## config.mk

```make
export PLATFORM = sky130hd
export DESIGN_NAME = sbi_out
export DESIGN_NICKNAME = d
export VERILOG_FILES = /design/src/rtl/core/sbi_pkg.sv /design/src/rtl/core/sbi_out.sv
export SDC_FILE = /design/constraint.sdc
export NUM_CORES = 1
export LEC_CHECK = 0
export BUFFER_PORTS_ARGS = -buffer_cell sky130_fd_sc_hd__buf_2
export CORE_MARGIN = 10
export CORE_UTILIZATION = 47
export CTS_CLUSTER_DIAMETER = 80
export DETAILED_ROUTE_END_ITERATION = 16
export PLACE_DENSITY = 0.82
export SLEW_MARGIN = 40
export SYNTH_ARGS = -nofsm -noshare
export SYNTH_HDL_FRONTEND = slang
export SYNTH_SLANG_ARGS = --single-unit
```

## constraint.sdc

```tcl
create_clock -name clk -period 2.96 [get_ports clk]
set_clock_uncertainty 0.2 [all_clocks]
set_input_delay 0.592 -clock clk [delete_from_list [all_inputs] [get_ports clk]]
set_output_delay 0.592 -clock clk [all_outputs]
set_load 0.01 [all_outputs]
```

## src/rtl/core/sbi_pkg.sv

```systemverilog
`timescale 1ns / 1ps
package sbi_pkg;

  // Largest FFT length taken; a longer sample count is clamped to this
  localparam int MAX_POINTS = 4096;

  // 1/(2*pi) and 1/(4*pi^2) as 32-bit fractions
  localparam logic [29:0] K_ONCE  = 30'd683565276;
  localparam logic [29:0] K_TWICE = 30'd108792793;

  // Widths of the scaled numerator, the divisor and the quotient
  localparam int HW   = 72;
  localparam int DENW = 56;
  localparam int QB   = 16;

  typedef enum logic [2:0] {
    REG_RATE  = 3'd0,
    REG_COUNT = 3'd1,
    REG_FLOW  = 3'd2,
    REG_FHIGH = 3'd3,
    REG_SCALE = 3'd4,
    REG_TWICE = 3'd5
  } reg_idx_t;

  typedef struct packed {
    logic [15:0] rate;
    logic [12:0] count;
    logic [15:0] flow;
    logic [15:0] fhigh;
    logic [15:0] scale;
    logic        twice;
  } cfg_t;

  // Per-bin sideband that travels down the pipeline
  typedef struct packed {
    logic [11:0] bin;
    logic [11:0] bin_m;
    logic        mirror;
    logic        inband;
    logic        neg_a;
    logic        neg_b;
  } meta_t;

endpackage

```

## src/rtl/core/sbi_out.sv

```systemverilog
`timescale 1ns / 1ps
module sbi_out (
  input  logic                   clk,
  input  logic                   rst,
  input  logic                   in_valid,
  input  sbi_pkg::meta_t         in_meta,
  input  logic [sbi_pkg::QB-1:0] in_q [2],
  output logic                   adv,
  output logic                   m_valid,
  input  logic                   m_ready,
  output logic [11:0]            bin_out,
  output logic signed [15:0]     re_out,
  output logic signed [15:0]     im_out,
  output logic                   run_last
);
  import sbi_pkg::*;

  // Saturate a quotient and apply its sign; top bit set means at least 32768
  function automatic logic [15:0] sat_q(input logic [15:0] qv, input logic ng);
    logic [15:0] res;
    if (ng) res = qv[15] ? 16'h8000 : (~qv + 16'd1);
    else    res = qv[15] ? 16'h7fff : qv;
    return res;
  endfunction

  logic        o_valid, o_second, o_mirror;
  logic [11:0] o_bin, o_bin_m;
  logic [15:0] o_re, o_im;
  logic [15:0] re_n, im_n, im_m;
  logic        take_last;

  always_comb begin
    re_n = in_meta.inband ? sat_q(in_q[0], in_meta.neg_a) : 16'd0;
    im_n = in_meta.inband ? sat_q(in_q[1], in_meta.neg_b) : 16'd0;
    im_m = (o_im == 16'h8000) ? 16'h7fff : (~o_im + 16'd1);
  end

  assign take_last = o_valid && m_ready && (o_second || !o_mirror);
  assign adv = !o_valid || take_last;

  // Hold the bin for one or two beats; load the next on the last beat
  always_ff @(posedge clk) begin
    if (rst) begin
      o_valid <= 1'b0;
      o_second <= 1'b0;
    end else if (adv) begin
      o_valid <= in_valid;
      o_second <= 1'b0;
    end else if (o_valid && m_ready) begin
      o_second <= 1'b1;
    end
  end

  always_ff @(posedge clk) begin
    if (adv) begin
      o_bin <= in_meta.bin;
      o_bin_m <= in_meta.bin_m;
      o_mirror <= in_meta.mirror;
      o_re <= re_n;
      o_im <= im_n;
    end
  end

  assign m_valid  = o_valid;
  assign bin_out  = o_second ? o_bin_m : o_bin;
  assign re_out   = $signed(o_re);
  assign im_out   = $signed(o_second ? im_m : o_im);
  assign run_last = o_second || !o_mirror;

  a_second_is_mirror: assert property (@(posedge clk) disable iff (rst)
    o_second |-> (o_valid && o_mirror))
    else $error("mirror beat without a mirrored bin");

  a_mirror_follows: assert property (@(posedge clk) disable iff (rst)
    (o_valid && !o_second && o_mirror && m_ready) |=> o_second)
    else $error("mirror beat did not follow the direct beat");

  a_hold_on_stall: assert property (@(posedge clk) disable iff (rst)
    (o_valid && !m_ready) |=> (o_valid && !adv == !adv))
    else $error("result dropped while stalled");

endmodule

```

==> results.md, run 1 <==
- EDFF count, synth: 57
- Worst hold path class: primary input to register
- Critical Path End Type: output port
- Detailed-router iteration count before antenna repair: 7
- Die X: 107 microns
- CP Class: register to output port
- DRC violations left: 0
- Post-synth top flop: edfxtp_1
- Slew Limit Fails: 0
- Synth top cells by count: edfxtp_1, nor2_1, nand2_1
- Sw power: 0.000610 W
- Area post-placement: 4280 sq um
- Ys Warns: 0
- Root buffer cell: clkbuf_8
- Final Cycle Share: 1.09
- Fill cells: 599
- Max-cap violations: 0
- Initial antenna violation count: 0
- Pwr Density: 455 nW/um^2
- Arr. time, crit path: 2.43 ns
- Dpl cells: 560
- RSZ-0062 raised after global routing: yes
- Final hold viol count: 0
- GRT overflow: 0
- Setup Viol. Count Final: 16
- Die area: 11500 sq um
- Largest net degree at the start of global routing: 38
- Hold-fix buffers, CTS: 0
- Drt via density: 5.48
- Clk Latency, worst-skew pair: 0.32 ns
- Worst setup margin: -0.263 ns
- Ranking of synthesized cells by area: edfxtp_1, mux2i_1, nor2_1, mux2_2, nand2_1
- Fin util: 0.641
- CP max FO: 5
- Cell count after synthesis: 360
- Wirelength, routed: 9.49 mm
- Chip height: 107 microns
- Global-route wire length before repair: 14.4 mm
- Layout cells sized above 1: 0.386
- Worst slew pin tran: 0.474 ns
- P_int: 0.00153 W
- I/O pin cnt: 111
- Peak supply drop: 0.200 mV
- Max Root-Sink Buffers: 2
- Seq/Total Area, Yosys: 0.488
- Synthesis-to-layout area growth: 30.8%
- CTS tree: done
- Clock power frac: 0.279
- Mapped Nets: 427
- Total Negative Setup Slacks: -3.11 ns
- Vias: 3194
- Violated checks: setup timing
- Startpoint Class: register
- Mapped cell area: 3590 sq um
- Sw Share: 0.285
- Final net count: 546
- Routed len/inst: 16.3 microns
- Synth top area share: 0.477
- ANT cells: 0
- Async SR Flop Fraction: 0
- RePlAce Congestion: 0.838
- Vias in the first global route: 2947
- H-tree depth: 3
- CTS Buf Count: 9
- Sequential Power Share: 0.487
- Port bufs: 110
- Post-synth top area cell: edfxtp_1
- Post-route cell area: 4700 sq um
- Most common cell in the netlist: edfxtp_1
- Critical Path RT: 2.17 ns
- Clock sink total: 59
- Post-Syn Area per Cell: 9.97 sq um
- Core area: 7330 sq um
- Combinational power share: 0.233
- Gr usage total: 0.153
- Max-slew headroom: 0.684
- Pleak: 1.94 nW
- # rows: 31
- Final Hold Slack: 0.239 ns
- Antenna violation net count after detailed routing: 0
- CTS clk-pin slew, worst paths: 0.07 ns
- Detailed placement HPWL: 6.89 mm
- Post-layout min period: 3.22 ns
- Starting DRT DRC Count: 139
- Count of cell types in the netlist: 45
- Initial Util: 0.490
- Final cell count without fillers: 583
- Yosys reg bits: 59
- FMAX: 310 MHz
- Outcome: finished, violations left
==> worst max-delay path, stage by stage, from the launching register on <==
cell,delay [ns]
edfxtp_1,0.40
inv_2,0.10
ha_4,0.13
or4b_4,0.47
buf_6,0.14
buf_6,0.12
nor3_4,0.17
buf_6,0.14
a31oi_1,0.08
mux2i_1,0.18
buf_2,0.17
==> power by group through the flow <==
stage,clock [W],sequential [W],combinational [W]
3_5_place_dp,0,0.00106,0.000429
2_1_floorplan,0,0.00107,0.000227
3_3_place_gp,0,0.00105,0.000416
6_report,0.000597,0.00104,0.000499
5_1_grt,0.000647,0.00105,0.000546
4_1_cts,0.000615,0.00104,0.000462
==> kinds of logic after synthesis <==
family | after synthesis | synth area share
AO/OA/AOI/OAI | 75 | 0.140
flip-flops | 59 | 0.488
adder cells (fa/ha/maj) | 3 | 0.0105
AND/OR/NAND/NOR | 151 | 0.216
XOR/XNOR | 9 | 0.0220
multiplexers | 30 | 0.0878
buffers and inverters | 33 | 0.0349
==> cells in the final DEF (no fill, tap or decap), types with 8 or more instances in the layout <==
master / Yosys / final
nor2_1: 42 / 42
mux2i_1: 18 / 18
nor2b_1: 10 / 10
nand2b_1: 8 / 8
and2_1: 12 / 12
buf_2: 1 / 103
clkbuf_8: 0 / 9
edfxtp_1: 57 / 57
buf_6: 0 / 12
nor3_1: 10 / 9
inv_1: 10 / 8
mux2_2: 12 / 12
o21ai_0: 19 / 17
buf_4: 0 / 16
nand2_1: 33 / 25
==> metrics by stage <==
stage / total power (W) / setup WS [ns]
after floorplan: 0.00129 / 0.000923
final: 0.00214 / -0.263
after global placement: 0.00147 / 0.0512
after CTS: 0.00212 / -0.224
after detailed placement: 0.00148 / -0.0852
after global routing: 0.00224 / -0.351
==> layout make-up <==
type	count	area, sq um	area share
timing repair buffer	131	771	0.164
tap	99	124	0.0264
clock buffer	10	128	0.0272
multi-input combinational	268	1850	0.394
clock inverter	6	32.5	0.00693
inverter	10	37.5	0.00799
sequential	59	1750	0.373
==> state kept, by name (all words and copies together), names as in the netlist <==
| name | flops |
|---|---|
| o_second | 1 |
| o_im | 16 |
| o_bin_m | 12 |
| m_valid | 1 |
| re_out | 16 |
| o_mirror | 1 |
| o_bin | 12 |
==> final timing paths <==
| path | start | depth (start not counted) | to | slack (ns) |
|---|---|---|---|---|
| setup reg to reg | o_second | 5 | re_out[14] | 1.11 |
| setup / recovery | o_im[0] | 10 | im_out[11] | -0.26 |
| hold / removal | in_meta[18] | 1 | o_bin[2] | 0.24 |
| hold reg to reg | o_second | 3 | o_second | 0.51 |
==> repair_timing <==
item | CTS | global route
buffers inserted | 4 | 3
resized for setup | 24 | 20
pin swaps | 8 | 6
endpoints found under the setup margin | 16 | 16
==> layer usage <==
| metal | vias up | track usage | routed length (microns) |
|---|---|---|---|
| li1 | 1567 | - | - |
| met4 | 0 | 0.0601 | 145 |
| met3 | 13 | 0.0437 | 624 |
| met5 | - | 0 | 0 |
| met2 | 119 | 0.248 | 4630 |
| met1 | 1495 | 0.189 | 4080 |
No activity file was read; power rests on OpenSTA's default activity.
==> run 2: changes to the inputs <==
--- a/config.mk
+++ b/config.mk
@@ -7,10 +7,12 @@
 export LEC_CHECK = 0
 export BUFFER_PORTS_ARGS = -buffer_cell sky130_fd_sc_hd__buf_2
 export CORE_MARGIN = 10
-export CORE_UTILIZATION = 47
+export CORE_UTILIZATION = 48
+export CTS_BUF_LIST = sky130_fd_sc_hd__clkbuf_2 sky130_fd_sc_hd__clkbuf_4 sky130_fd_sc_hd__clkbuf_8
 export CTS_CLUSTER_DIAMETER = 80
 export DETAILED_ROUTE_END_ITERATION = 16
-export PLACE_DENSITY = 0.82
+export GPL_ROUTABILITY_DRIVEN = 0
+export PLACE_DENSITY_LB_ADDON = 0.12
 export SLEW_MARGIN = 40
 export SYNTH_ARGS = -nofsm -noshare
 export SYNTH_HDL_FRONTEND = slang
==> results.md, run 2 (synthesized netlist as in run 1, its figures left out) <==
- Worst setup margin: -0.226 ns (+0.0366 ns)
- Slew Limit Fails: 0 (unchanged)
- Worst R2R Path Depth: 5 (unchanged)
- Post-layout min period: 3.19 ns (-0.0366 ns)
- CTS Buf Count: 9 (unchanged)
- Chip height: 106 microns (-0.85%)
- ANT cells: 0 (unchanged)
- Area post-placement: 4290 sq um (+0.12%)
- Hold path depth: 2 (+1)
- Root buffer cell: clkbuf_8
- Final Power: 0.00225 W (+5.3%)
- Most frequent cells in the layout: buf_2, edfxtp_1, nor2_1
- Vias: 3151 (-1.3%)
- # rows: 31 (unchanged)
- Max incr delay on CP: 0.47 ns (about the same)
- Routed len/inst: 15.7 microns (-3.7%)
- Max-cap violations: 0 (unchanged)
- Vias in the first global route: 2961 (+0.48%)
- Pleak: 1.95 nW (+0.80%)
- Final Cycle Share: 1.08 (-0.0124)
- Setup Viol. Count Final: 16 (unchanged)
- Wirelength, routed: 9.20 mm (-3.0%)
- Initial Util: 0.495 (+0.00524)
- Crit path cell chain: inv_2 -> ha_4 -> or4b_4 -> buf_6 -> nor3_4 -> buf_6 -> a311oi_2 -> a21oi_2 -> buf_2
- Core area: 7250 sq um (-1.1%)
- Final net count: 550 (+0.73%)
- Detailed placement HPWL: 6.62 mm (-3.9%)
- DRC violations left: 0 (unchanged)
- Port bufs: 110 (unchanged)
- Most common cell after layout, fill and taps aside: buf_2
- Gr usage total: 0.157 (+0.00339)
- Critical Path RT: 2.17 ns (about the same)
- FMAX: 314 MHz (+1.1%)
- Global-route wire length before repair: 14.7 mm (+2.0%)
- RSZ-0062 raised after global routing: yes
- Slowest-stage cell, CP: or4b_4
- Detailed-router iteration count before antenna repair: 4 (-3)
- Largest net degree at the start of global routing: 60 (+58%)
- Critical Path End Type: output port
- Clock sink total: 59 (unchanged)
- Peak supply drop: 0.236 mV (+18%)
- Worst slew pin tran: 0.637 ns (+0.163 ns)
- Worst hold path class: primary input to register
- Post-route cell area: 4690 sq um (-0.11%)
- Clk Latency, worst-skew pair: 0.32 ns (about the same)
- Critical R2R Capture: o_im[8]
- Total Negative Setup Slacks: -2.49 ns (+0.624 ns)
- Flop-to-flop setup slack: 0.70 ns (-0.41 ns)
- Final cell count without fillers: 587 (+0.69%)
- Violated checks: setup timing
- CTS clk-pin slew, worst paths: 0.07 ns (about the same)
- Drt via density: 5.37 (-2.0%)
- Arr. time, crit path: 2.39 ns (-0.04 ns)
- Max Root-Sink Buffers: 2 (unchanged)
- CP max FO: 4 (-1)
- Max-slew headroom: 0.575 (-0.109)
- H-tree depth: 3 (unchanged)
- Hold Startpoint: rst
- Die area: 11300 sq um (-1.7%)
- Die X: 106 microns (-0.85%)
- I/O pin cnt: 111 (unchanged)
- Final hold viol count: 0 (unchanged)
- Dpl cells: 559 (-0.18%)
- Worst r2r src: o_second
- Layout cells sized above 1: 0.377 (-0.00931)
- Starting DRT DRC Count: 134 (-3.6%)
- Antenna violation net count after detailed routing: 0 (unchanged)
- Fill cells: 617 (+3.0%)
- CTS tree: done
- CP Class: register to output port
- Hold-fix buffers, CTS: 0 (unchanged)
- Hold Crit Endpoint: m_valid
- GRT overflow: 0 (unchanged)
- Startpoint Class: register
- Synthesis-to-layout area growth: 30.7%
- CP most frequent cell: buf_6
- Initial antenna violation count: 0 (unchanged)
- Pwr Density: 480 nW/um^2 (+5.4%)
- Outcome: finished, violations left
## run 2: changes by cell type in the layout (fill, tap and decap cells not counted), moves of 2 or more
cell / before / now
buf_6: 12 / 5
nand2_1: 25 / 32
buf_2: 103 / 109
nand2_4: 5 / 0
clkinv_2: 5 / 1
buf_4: 16 / 19
inv_6: 0 / 2
nand2_2: 3 / 1
o41ai_2: 0 / 2
## run 2: area by class of cell
cell class / instances / area (sq um) / area share
flip-flops and latches: 59 / 1750 / 0.373
repair buffers: 134 / 764 / 0.163
clock inverters: 7 / 76.3 / 0.0163
inverters: 10 / 37.5 / 0.00800
well taps: 99 / 124 / 0.0264
clock buffers: 9 / 124 / 0.0264
multi-input cells: 269 / 1810 / 0.387
## run 2: power by group
group / internal (W) / switching (W) / leakage, nW / total [W]
Combinational: 0.000216 / 0.000259 / 1.24 / 0.000476
Sequential: 0.00101 / 0.0000357 / 0.621 / 0.00104
Clock: 0.000394 / 0.000340 / 0.0962 / 0.000734
## run 2: critical path, delay by kind of cell (launching register included)
| kind | cells | cell delay, ns |
|---|---|---|
| adder cells (fa/ha/maj) | 1 | 0.14 |
| flip-flops | 1 | 0.40 |
| buffers and inverters | 4 | 0.55 |
| AND/OR/NAND/NOR | 2 | 0.70 |
| AO/OA/AOI/OAI | 2 | 0.29 |
## run 2: metal layers
| metal | part of all wire | global-route usage | vias to the layer above |
|---|---|---|---|
| li1 | - | - | 1591 |
| met1 | 0.47 | 0.217 | 1453 |
| met2 | 0.46 | 0.236 | 103 |
| met3 | 0.064 | 0.0423 | 4 |
| met4 | 0.0037 | 0.0406 | 0 |
| met5 | 0 | 0 | - |
## run 2: stage by stage
| stage | utilization | worst slack [ns] | hold slack [ns] |
|---|---|---|---|
| after floorplan | - | 0.000923 | 0.461 |
| after global placement | 0.591 | 0.0615 | 0.458 |
| after detailed placement | 0.591 | -0.0130 | 0.468 |
| after CTS | 0.634 | -0.217 | 0.219 |
| after global routing | 0.647 | -0.338 | 0.211 |
| final | 0.647 | -0.226 | 0.234 |
## run 2: worst max-delay path by stage
| stage | endpoint | slack, ns | start |
|---|---|---|---|
| finish | im_out[7] | -0.23 | o_im[1] |
| global route | im_out[7] | -0.34 | o_im[0] |
| CTS | im_out[13] | -0.22 | o_im[7] |
| detailed placement | im_out[1] | -0.01 | o_im[1] |
| global placement | im_out[1] | 0.06 | o_im[0] |
| floorplan | im_out[13] | 0.0009 | o_im[6] |
## run 2: repair_timing
action                                  in CTS  in global routing
hold endpoints to repair                     0                  0
pin swaps                                    7                  7
endpoints found under the setup margin      16                 16
resized for setup                           16                  8
cloned                                       1                  0
setup buffers                                4                  7
